File: src/fccw_pkg.sv
// Shared types and constants of the FAT cluster chain walker.
package fccw_pkg;

  localparam logic [1:0] CMD_LOAD  = 2'd0;
  localparam logic [1:0] CMD_START = 2'd1;
  localparam logic [1:0] CMD_STEP  = 2'd2;

  localparam logic [2:0] STAT_MORE    = 3'd0;
  localparam logic [2:0] STAT_END     = 3'd1;
  localparam logic [2:0] STAT_BAD     = 3'd2;
  localparam logic [2:0] STAT_INVALID = 3'd3;
  localparam logic [2:0] STAT_FULL    = 3'd4;
  localparam logic [2:0] STAT_BEYOND  = 3'd5;
  localparam logic [2:0] STAT_IDLE    = 3'd6;

  localparam logic [1:0] REG_FAT_MODE     = 2'd0;
  localparam logic [1:0] REG_CLUSTER_BASE = 2'd1;
  localparam logic [1:0] REG_SECTORS      = 2'd2;
  localparam logic [1:0] REG_WINDOW       = 2'd3;

  localparam logic [31:0] FAT16_BAD = 32'h0000_fff7;
  localparam logic [31:0] FAT16_EOC = 32'h0000_fff8;
  localparam logic [31:0] FAT32_BAD = 32'h0fff_fff7;
  localparam logic [31:0] FAT32_EOC = 32'h0fff_fff8;
  localparam logic [31:0] LINK_MIN  = 32'd2;
  localparam logic [10:0] DONE_MAX  = 11'h7ff;

  localparam int QUEUE_DEPTH = 2;

  typedef struct packed {
    logic [1:0]  op;
    logic [11:0] index;
    logic [31:0] value;
  } queue_entry_t;

  typedef struct packed {
    logic        fat_mode;
    logic [31:0] cluster_base;
    logic [7:0]  sectors_per_cluster;
    logic [10:0] window_sectors;
  } cfg_t;

endpackage

File: src/fccw_ifs.sv
// Request and response channel interfaces of the chain walker.
interface fccw_req_if;
  logic        valid;
  logic        ready;
  logic [1:0]  cmd;
  logic [11:0] entry_index;
  logic [31:0] entry_value;
  logic [31:0] start_cluster;

  modport source (output valid, cmd, entry_index, entry_value, start_cluster, input ready);
  modport sink (input valid, cmd, entry_index, entry_value, start_cluster, output ready);
endinterface


File: src/fccw_front.sv
// Front end: accepts request transactions and queues the ones that do work.
module fccw_front #(
  parameter int TABLE_ENTRIES = 4096
) (
  fccw_req_if.sink             request,
  input  logic                 full,
  output logic                 push,
  output fccw_pkg::queue_entry_t push_data
);
  import fccw_pkg::*;

  logic keep;

  always_comb begin
    keep = 1'b0;
    push_data.op = request.cmd;
    push_data.index = request.entry_index;
    push_data.value = request.start_cluster;
    case (request.cmd)
      CMD_LOAD: begin
        keep = 32'(request.entry_index) < 32'(TABLE_ENTRIES);
        push_data.value = request.entry_value;
      end
      CMD_START: keep = 1'b1;
      CMD_STEP: keep = 1'b1;
      default: keep = 1'b0;
    endcase
  end

  assign request.ready = !full;
  assign push = request.valid && !full && keep;

endmodule

File: src/flat_wrapper.sv
// flat-port wrapper written by rule: the top's interface ports become plain ports
module fccw_front_flat import fccw_pkg::*;
#(
  parameter int TABLE_ENTRIES = 4096
)
  (full, push, push_data, request_valid, request_cmd, request_entry_index, request_entry_value, request_start_cluster, request_ready);
  fccw_req_if request_i ();
  input  logic full;
  output logic push;
  output fccw_pkg::queue_entry_t push_data;
  input wire logic [$bits(request_i.valid)-1:0] request_valid;
  input wire logic [$bits(request_i.cmd)-1:0] request_cmd;
  input wire logic [$bits(request_i.entry_index)-1:0] request_entry_index;
  input wire logic [$bits(request_i.entry_value)-1:0] request_entry_value;
  input wire logic [$bits(request_i.start_cluster)-1:0] request_start_cluster;
  output wire logic [$bits(request_i.ready)-1:0] request_ready;
  assign request_i.valid = request_valid;
  assign request_i.cmd = request_cmd;
  assign request_i.entry_index = request_entry_index;
  assign request_i.entry_value = request_entry_value;
  assign request_i.start_cluster = request_start_cluster;
  assign request_ready = request_i.ready;
  fccw_front #(.TABLE_ENTRIES(TABLE_ENTRIES)) u_core (.request(request_i), .full(full), .push(push), .push_data(push_data));
endmodule
File: config.mk
export PLATFORM = sky130hd
export DESIGN_NAME = fccw_front_flat
export DESIGN_NICKNAME = d
export VERILOG_FILES = /design/src/fccw_pkg.sv /design/src/fccw_ifs.sv /design/src/fccw_front.sv /design/src/flat_wrapper.sv
export SDC_FILE = /design/constraint.sdc
export NUM_CORES = 1
export LEC_CHECK = 0
export ABC_AREA = 1
export ABC_CLOCK_PERIOD_IN_PS = 1240
export BUFFER_PORTS_ARGS = -buffer_cell sky130_fd_sc_hd__buf_2
export CAP_MARGIN = 20
export CORE_ASPECT_RATIO = 0.8
export CORE_MARGIN = 3
export CORE_UTILIZATION = 27
export DETAILED_ROUTE_END_ITERATION = 10
export GPL_TIMING_DRIVEN = 0
export PLACE_DENSITY = 0.9
export SETUP_SLACK_MARGIN = 0.5
export SLEW_MARGIN = 10
export SYNTH_ARGS = -nofsm -noshare
export SYNTH_HDL_FRONTEND = slang
export SYNTH_SLANG_ARGS = --single-unit
File: constraint.sdc
create_clock -name vclk -period 1.24
set_clock_uncertainty 0.2 [all_clocks]
set_input_delay 0.31 -clock vclk [all_inputs]
set_output_delay 0.31 -clock vclk [all_outputs]
set_load 0.005 [all_outputs]
Word-level counts from Yosys, hierarchy flattened

Cells that the tools add are included.

Reductions and logical operators: 5
Equal/unequal tests: 2
Mux-type cells: 2

Operator list:

| cell                                                            | number |
|---|---|
| 32-bit two-way mux                                              | 1 |
| 3-bit OR reduction                                              | 1 |
| 2-bit by 1-bit == test with 1-bit output, second input constant | 1 |
| 2-bit == test, second input constant                            | 1 |
| 1-bit logical AND                                               | 2 |
| 2-bit logical NOT                                               | 1 |
| 1-bit logical NOT                                               | 1 |
| 1-bit two-way mux                                               | 1 |

Bits of input ports: 80
Word-level logic and storage cells: 9
Register bits after elaboration: 0
Output and inout port bits: 48

Longest topological paths before layout

Depth after elaboration: 4
Mapped depth: 4
Depth with buffers taken out: 3

Worst setup path before layout

No wires, ideal clock.

Path type: input to output
From: input port request_cmd[0]
To: output port push_data[0] (netlist name)
Setup slack: -0.031 ns
Arrival: 0.761 ns
Stages on the path: 4
Path buffers: 1
Path through: nor2_4 -> buf_8 -> nand2_2 -> nand2_1

RTL lines:

| item            | RTL line           | RTL |
|---|---|---|
| start, declared | flat_wrapper.sv:12 | `input wire logic [$bits(request_i.cmd)-1:0] request_cmd;` |
| end, declared   | flat_wrapper.sv:10 | `output fccw_pkg::queue_entry_t push_data;` |

==> impl_metrics.py <==
metrics = {
    "floorplanning": {
        "io_pins": 128,
        "die_height_um": 50.87,
        "row_count": 15,
        "dieArea_um2": 3158,
        "coreArea_um2": 2271,
        "die_x_um": 62.09,
        "floorplan.initialDensity": 0.2992,
    },
    "yosys": {
        "synth_largest_area_cell": "nand2_2",
        "avgSynthCellArea_um2": 5.524,
        "syn-num-nets": 203,
        "yosysWarnings": 0,
        "seq_area_frac_synth": 0,
        "synth_cells": 123,
        "netlist_area_um2": 679.4,
        "netlist_top_cells_area": "nand2_2, o21ai_0, nand2_1",
        "synth_top_area_frac": 0.2762,
        "synthDistinctLibCells": 10,
    },
    "setup_path": {
        "critical_path_required_ns": 0.73,
        "path_max_fanout": 7,
        "cpMostUsedCell": "buf_6",
        "start_kind": "input port",
        "max_stage_delay_ns": 0.14,
        "crit_path_end_kind": "primary output",
        "cp.arrival_ns": 1.09,
        "crit_chain": "buf_12 -> nor2_4 -> buf_6 -> buf_6 -> buf_16 -> nand2_2 -> nand2_1 -> buf_2",
        "critPathKind": "input port to primary output",
        "crit_slowest_cell": "nor2_4",
    },
    "final_layout": {
        "clock_buffers": 0,
        "n_antenna_cell": 0,
        "design.seq.count": 0,
        "drive_above_1_share": 0.7874,
        "fin_nets": 336,
        "syn_to_final_growth_pct": 170.9,
        "fin_util": 0.8105,
        "seqCellArea_um2": 0,
    },
    "global_routing": {
        "grt_max_degree": 11,
        "grt-ovfl-total": 0,
        "track_usage": 0.1733,
        "antenna_found_initial": 0,
        "grt_pass1_vias": 1111,
        "grt_pass1_wl_um": 4298,
    },
    "sta": {
        "rsz0062_at_grt": "yes",
        "min_period_over_period": 1.292,
        "hold_violations": 0,
        "slew_viol_final": 0,
        "slew_headroom": 0.8468,
        "fmax_mhz": 624.1,
        "tightest_slew_ns": 0.2297,
        "period_minus_slack_ns": 1.602,
        "fin_ws_ns": -0.3623,
        "setup-violations-final": 33,
        "setup_tns_ns": -10.69,
    },
    "status": {
        "violations": "negative setup slack",
        "status": "complete, but fails checks",
    },
    "drt": {
        "drc": 0,
        "drtAntennaViolNets": 0,
        "totalWireLength_um": 3419,
        "wl_per_cell_um": 11.87,
        "first_iter_violations": 22,
        "dr_total_vias": 1268,
        "vias_per_cell": 4.403,
        "dr.pass1.iters": 4,
    },
    "hold_path": {
        "hold_path_depth": 2,
        "hold_path.class": "input port to primary output",
    },
    "placement": {
        "gp_congestion": 0.7710,
        "numPortBuffers": 116,
        "dpl.hpwl_um": 2343,
    },
    "clock_tree": {
        "hold_buffers": 0,
    },
    "power_and_ir_drop": {
        "power_density_nw_per_um2": 344.0,
        "vdd.ir_drop.worst_v": 0.0001822,
        "p_leak_nw": 1.070,
    },
    "flow_run": {
        "max_cap_violations": 0,
    },
}
==> worst paths after layout <==
| kind | startpoint | end |
|---|---|---|
| setup / recovery | request_cmd[0] | push_data[22] |
| hold / removal | request_entry_index[2] | push_data[34] |
==> per-stage QoR <==
stage	instance area, um2	instances	power [mW]	hold WS, ns	setup slack, ns
6_report	1841	288	0.6331	0.5629	-0.3623
5_1_grt	1841	288	0.6906	0.5691	-0.4223
4_1_cts	1650	282	0.5624	0.5636	-0.3466
3_5_place_dp	1383	273	0.4589	0.5747	-0.3842
3_3_place_gp	1383	273	0.4526	0.5741	-0.3747
2_1_floorplan	759.5	123	0.2172	0.4325	-0.03135
==> logic make-up (layout without fill, tap and decap cells) <==
logic type,after synthesis,count (layout),synth area share
AO/OA/AOI/OAI,33,33,0.2431
buffers and inverters,24,155,0.2707
AND/OR/NAND/NOR,66,66,0.4862
==> synthesized netlist by cell type, drive strengths merged <==
library cell	count
a21oi	1
nor2	1
buf	23
nand2	65
inv	1
o21ai	32
==> power by group <==
part	total, mW	internal [mW]	switching [mW]	leakage, nW
Sequential	0	0	0	0
Combinational	0.633	0.382	0.251	1.07
Clock	0	0	0	0
Total	0.633	0.382	0.251	1.07
==> layout make-up <==
cell class	count	area (um2)
buffer	23	261.5
timing repair buffer	131	933.4
multi-input combinational	99	586.8
fill	162	430.4
inverter	1	16.27
tap	34	42.54
==> worst max-delay path, delay by kind of cell <==
family / cells / cell delay, ns
AND/OR/NAND/NOR: 3 / 0.23
buffers and inverters: 5 / 0.55
==> routing by layer <==
metal,wire [um],GRT usage,up-vias
met5,0,0,-
met4,43,0.03180,0
met3,318,0.01263,4
met2,1945,0.3776,68
met1,1111,0.1639,553
li1,-,-,643
==> repair_timing <==
| action | in CTS | in global routing |
|---|---|---|
| setup buffers | 7 | 4 |
| gates resized for setup | 39 | 33 |
| setup endpoints to repair | 48 | 48 |
| pin swaps | 3 | 5 |
| gates cloned | 2 | 2 |
==> placed cells by master (no fill, tap or decap) <==
cell type,synthesis,layout
nand2_2,30,29
buf_16,0,2
nand2_4,0,10
clkbuf_16,0,1
o21ai_2,0,4
buf_8,3,3
a21oi_2,0,1
buf_2,6,100
buf_6,0,39
nor2_4,1,1
buf_4,14,4
nand2_1,35,26
o21ai_1,4,7
clkinv_8,0,1
buf_12,0,5
o21ai_0,28,21
Note: power is estimated with default switching activity, not from simulation.
