### src/fccw_pkg.sv
// Shared types and constants of the FAT cluster chain walker.
package fccw_pkg;

  localparam logic [1:0] CMD_LOAD  = 2'd0;
  localparam logic [1:0] CMD_START = 2'd1;
  localparam logic [1:0] CMD_STEP  = 2'd2;

  localparam logic [2:0] STAT_MORE    = 3'd0;
  localparam logic [2:0] STAT_END     = 3'd1;
  localparam logic [2:0] STAT_BAD     = 3'd2;
  localparam logic [2:0] STAT_INVALID = 3'd3;
  localparam logic [2:0] STAT_FULL    = 3'd4;
  localparam logic [2:0] STAT_BEYOND  = 3'd5;
  localparam logic [2:0] STAT_IDLE    = 3'd6;

  localparam logic [1:0] REG_FAT_MODE     = 2'd0;
  localparam logic [1:0] REG_CLUSTER_BASE = 2'd1;
  localparam logic [1:0] REG_SECTORS      = 2'd2;
  localparam logic [1:0] REG_WINDOW       = 2'd3;

  localparam logic [31:0] FAT16_BAD = 32'h0000_fff7;
  localparam logic [31:0] FAT16_EOC = 32'h0000_fff8;
  localparam logic [31:0] FAT32_BAD = 32'h0fff_fff7;
  localparam logic [31:0] FAT32_EOC = 32'h0fff_fff8;
  localparam logic [31:0] LINK_MIN  = 32'd2;
  localparam logic [10:0] DONE_MAX  = 11'h7ff;

  localparam int QUEUE_DEPTH = 2;

  typedef struct packed {
    logic [1:0]  op;
    logic [11:0] index;
    logic [31:0] value;
  } queue_entry_t;

  typedef struct packed {
    logic        fat_mode;
    logic [31:0] cluster_base;
    logic [7:0]  sectors_per_cluster;
    logic [10:0] window_sectors;
  } cfg_t;

endpackage

### src/fccw_queue.sv
// Short queue between the front end and the walk engine.
module fccw_queue (
  input  logic                   clk,
  input  logic                   rst,
  input  logic                   push,
  input  fccw_pkg::queue_entry_t push_data,
  input  logic                   pop,
  output fccw_pkg::queue_entry_t pop_data,
  output logic                   full,
  output logic                   empty
);
  import fccw_pkg::*;

  localparam int PTR_W = $clog2(QUEUE_DEPTH);

  queue_entry_t entries [QUEUE_DEPTH];
  logic [PTR_W-1:0] wr_ptr;
  logic [PTR_W-1:0] rd_ptr;
  logic [PTR_W:0]   count;

  assign full = count == (PTR_W+1)'(QUEUE_DEPTH);
  assign empty = count == '0;
  assign pop_data = entries[rd_ptr];

  always_ff @(posedge clk) begin
    if (push && !full) begin
      entries[wr_ptr] <= push_data;
    end
  end

  always_ff @(posedge clk) begin
    if (rst) begin
      wr_ptr <= '0;
      rd_ptr <= '0;
      count <= '0;
    end else begin
      if (push && !full) begin
        wr_ptr <= (wr_ptr == PTR_W'(QUEUE_DEPTH - 1)) ? '0 : wr_ptr + 1'b1;
      end
      if (pop && !empty) begin
        rd_ptr <= (rd_ptr == PTR_W'(QUEUE_DEPTH - 1)) ? '0 : rd_ptr + 1'b1;
      end
      case ({push && !full, pop && !empty})
        2'b10: count <= count + 1'b1;
        2'b01: count <= count - 1'b1;
        default: count <= count;
      endcase
    end
  end

endmodule

### config.mk
export PLATFORM = sky130hd
export DESIGN_NAME = fccw_queue
export DESIGN_NICKNAME = d
export VERILOG_FILES = /design/src/fccw_pkg.sv /design/src/fccw_queue.sv
export SDC_FILE = /design/constraint.sdc
export NUM_CORES = 1
export LEC_CHECK = 0
export BUFFER_PORTS_ARGS = -buffer_cell sky130_fd_sc_hd__buf_4
export CORE_MARGIN = 3
export CORE_UTILIZATION = 45
export CTS_CLUSTER_DIAMETER = 50
export CTS_CLUSTER_SIZE = 16
export DETAILED_ROUTE_END_ITERATION = 12
export PLACE_DENSITY = 0.7
export SYNTH_ARGS = -nofsm -noshare
export SYNTH_HDL_FRONTEND = slang
export SYNTH_SLANG_ARGS = --single-unit
### constraint.sdc
create_clock -name clk -period 5.2 [get_ports clk]
set_input_delay 0.26 -clock clk [delete_from_list [all_inputs] [get_ports clk]]
set_output_delay 0.26 -clock clk [all_outputs]
set_load 0.01 [all_outputs]
## After elaboration in Yosys (flattened, before gate mapping)

Memories as Yosys holds them, arrays and structs flattened. A register that Yosys moved wholly into a read port is not among the register bits.
Index checks and enable logic that the tools add are counted.

| word-level totals | value |
|---|---|
| register bits | 4 |
| RAM bits | 92 |
| input port bits | 50 |
| memories kept | 1 |

Memories:

| memory | words | bits a word | read ports | clocked after Yosys merged registers in | write ports | line | source |
|---|---|---|---|---|---|---|---|
| entries | 2 | 46 | 1 | 1 | 1 | fccw_queue.sv:16 | `queue_entry_t entries [QUEUE_DEPTH];` |

| cells by class | value |
|---|---|
| add/subtract/negate cells | 4 |
| equality and inequality tests | 3 |
| multiplexer cells | 7 |
| reduce and logical (&&, ||, !) cells | 6 |

Operators by type and width:

| cell | number |
|---|---|
| $mux 1 | 6 |
| $eq 2x2->1 const B | 2 |
| $pmux 2 s2 | 1 |
| $add 1x1->1 const B | 2 |
| $add 2x1->2 const B | 1 |
| $eq 2x1->1 const B | 1 |
| $logic_and 1x1->1 | 2 |
| $logic_not 1->1 | 2 |
| $logic_not 2->1 | 1 |
| $reduce_bool 2->1 | 1 |
| $sub 2x1->2 const B | 1 |

## Logic depth before layout (Yosys ltp)

| logic depth | value |
|---|---|
| depth in word-level cells | 5 |
| gate-level depth with buffers | 6 |
| depth with buffers taken out | 6 |

## Worst setup path before layout

No wires, ideal clock.

| path | value |
|---|---|
| path type | register to register |
| from | register count[0] |
| to | memory entries[0][0] (netlist name) (enable) |
| library setup time | 0.400 ns |
| data arrival time | 1.828 ns |
| data required time | 4.800 ns |
| path slack | 2.971 ns |
| stages on the path, launching flop included | 5 |
| path buffers | 0 |
| period minus slack after synthesis | 2.229 ns |
| cell sequence | dfxtp_1 nand2b_2 inv_2 or3_1 inv_1 |

| between the ends | value |
|---|---|
| longest elaborated chain between the ends | 5 |

Ends and longest elaborated chain:

| what | line | source |
|---|---|---|
| start, declared | fccw_queue.sv:19 | `logic [PTR_W:0] count;` |
| start signal, assigned | fccw_queue.sv:44 | `2'b10: count <= count + 1'b1;` |
| start signal, assigned | fccw_queue.sv:45 | `2'b01: count <= count - 1'b1;` |
| start signal, assigned | fccw_queue.sv:46 | `default: count <= count;` |
| $eq 2x2->1 | fccw_queue.sv:21 | `assign full = count == (PTR_W+1)'(QUEUE_DEPTH);` |
| named net full | fccw_queue.sv:9 | `output logic full,` |
| $logic_not 1->1 | fccw_queue.sv:26 | `if (push && !full) begin` |
| $logic_and 1x1->1 | fccw_queue.sv:26 |  |
| $mux 1 | fccw_queue.sv:26 |  |
| $mux 1 (implied by the code) | fccw_queue.sv:27 | `entries[wr_ptr] <= push_data;` |
| end, declared | fccw_queue.sv:16 |  |

The timed path passes the listed nets, and every way through them passes these cells.

==> out/metrics.yaml <==
met3_usage: 0.0390
skew_ps: 9.63
post-dp-hpwl_um: 3670
hp-class: "primary input to flip-flop"
drv_cap: 0
worstPathMaxFanout: 46
die_h_um: 94.6
vdd_drop_max_uv: 364
final_cells: 376
yosys_register_bits: 97
antenna_cells: 0
cts_resized: 0
start_util: 0.474
synth_cell_type_count: 17
combPwrFrac: 0.277
die_x_um: 94.6
post-place-ws_ps: 3080
end_kind: "output pin"
finalCritPeriodShare: 0.438
pwr-share-seq: 0.508
ctsHoldBuffers: 0
seq_area_frac_synth: 0.811
reg2reg_depth: 4
setup_ws_ps: 2920
drive_gt1_frac: 0.581
placed_cell_area_um2: 4360
fillers: 585
h-tree-depth: 3
io_pins: 98
swShare: 0.268
vias_per_cell: 4.71
areaGrowthSynthToFinish_pct: 28.8
crit_end: "pop_data[42]"
criticalPathCategory: "flip-flop to output pin"
finalHoldViolations: 0
synth_area_um2: 3530
core_area_um2: 7450
vias: 1770
grt_pass1_wl_um: 8650
synthesis.nets: 220
cts_tree: "done"
outcome: "finished, final reports clean"
wl_per_cell_um: 15.3
io_buffers: 97
finalSetupViolations: 0
fin_hold_ws_ps: 93.6
first_pass_iters: 4
period_needed_ps: 2280
use_met1: 0.167
drt-initial-drc-count: 51
drv_slew: 0
die_area_um2: 8940
rsz0062_at_grt: "false"
drcViolationCount: 0
clockBufferDepth: 2
p_switching_mw: 0.565
cts_buffers: 9
worstMarginPinSlew_ps: 1120
total_power_mw: 2.11
final.setup.tns_ps: 0
grt_usage: 0.132
top_usage_layer: "met2"
r2r_end: "entries[0][34]"
p_per_area_nw_per_um2: 464
fin_util: 0.610
final_area_um2: 4550
layout.nets: 323
start_kind: "flip-flop"
intPower_mw: 1.55
cts.sinks: 97
p_clk_frac: 0.215
leakage_nw: 1.69
clk-insertion-delay-late_ps: 340
r2r_start: "count[0]"
clk_pin_slew_ps: 90
cts_root_buf: "clkbuf_8"
num_rows: 31
synth.top_cell.area_share: 0.783
fmax_mhz: 439
antenna_found_initial: 0
grt_max_degree: 47
synth_top_area_cell: "edfxtp_1"
antenna_left: 0
overflow: 0
grt_pass1_vias: 1774
worst_ep_arrival_time_ps: 2020
cts_setup_buffers: 0
r2r_setup_slack_ps: 3120
ys_warn_count: 0
met2_usage: 0.209
max_slew_margin: 0.252
ys_top_cells_by_area: "edfxtp_1, mux2_2, dfxtp_1"
globalplace.congestion: 0.718
finalWirelength_um: 5750
synth.avg_cell_area_um2: 20.9
required_ps: 4940
syn_inst: 169
dp.cells: 360
==> worst min-delay path by stage <==
stage	slack [ps]	endpoint	start	cells after the start
after floorplan	330	count[1]	rst	1
after global placement	450	entries[0][4]	push_data[4]	1
after detailed placement	450	entries[0][23]	push_data[23]	1
after CTS	70	entries[1][12]	push_data[12]	1
after global routing	70	entries[0][14]	push_data[14]	1
final	90	entries[0][12]	push_data[12]	1
==> cell usage in the layout (no fill, tap or decap), drive strengths merged <==
master and instances:
a21oi 2, and3 1, buf 97, bufinv 1, clkbuf 10, clkinv 4
clkinvlp 1, dfxtp 5, edfxtp 92, ha 1, inv 3, mux2 46
nand2 1, nand2b 1, nor2 4, o21a 1, o21ai 2, or3 2
xnor2 2, xor2 1
==> state kept, by name (all words and copies together), names as in the netlist, named ones only <==
register,flops
count,2
entries,92
rd_ptr,1
wr_ptr,1
==> per-layer routing <==
metal | up-vias | part of all wire
met1 | 841 | 0.43
met5 | - | 0
met3 | 8 | 0.074
li1 | 860 | -
met2 | 61 | 0.48
met4 | 0 | 0.015
==> synth_stat cells <==
master and instances:
ha_1 1, inv_2 1, buf_2 5, mux2_2 46, edfxtp_1 92, or3_1 2, dfxtp_1 5, nor2_1 4
and3_1 1, xor2_1 1, inv_1 2, nand2b_2 1, a21oi_1 2, o21a_1 1, o21ai_0 2, nand2_1 1
xnor2_1 2
==> kinds of logic after synthesis <==
| kind of cell | Yosys count | synth area share |
|---|---|---|
| simple gates | 9 | 0.0131 |
| fa+ha+maj | 1 | 0.00354 |
| xor+xnor | 3 | 0.00745 |
| buf+inv | 8 | 0.0103 |
| compound gates | 5 | 0.00780 |
| flops | 97 | 0.811 |
| mux | 46 | 0.147 |
==> critical path, stage by stage, from the launching register on <==
cell and delay (ps):
dfxtp_2 1050, mux2_2 430, buf_4 150
==> power groups by stage <==
stage	clock [mW]	combinational, mW	sequential (mW)
finish	0.454	0.585	1.07
global route	0.503	0.635	1.09
CTS	0.468	0.598	1.08
detailed placement	0	0.594	1.09
global placement	0	0.593	1.09
floorplan	0	0.367	1.03
==> cell type report <==
type | count | area (um2) | area share
clock inverters | 6 | 58.8 | 0.0129
multi-input cells | 64 | 632 | 0.139
clock buffers | 10 | 128 | 0.0281
repair buffers | 97 | 728 | 0.160
flip-flops and latches | 97 | 2860 | 0.630
well taps | 99 | 124 | 0.0273
inverters | 3 | 11.3 | 0.00248
(Power assumes the default switching activity.)
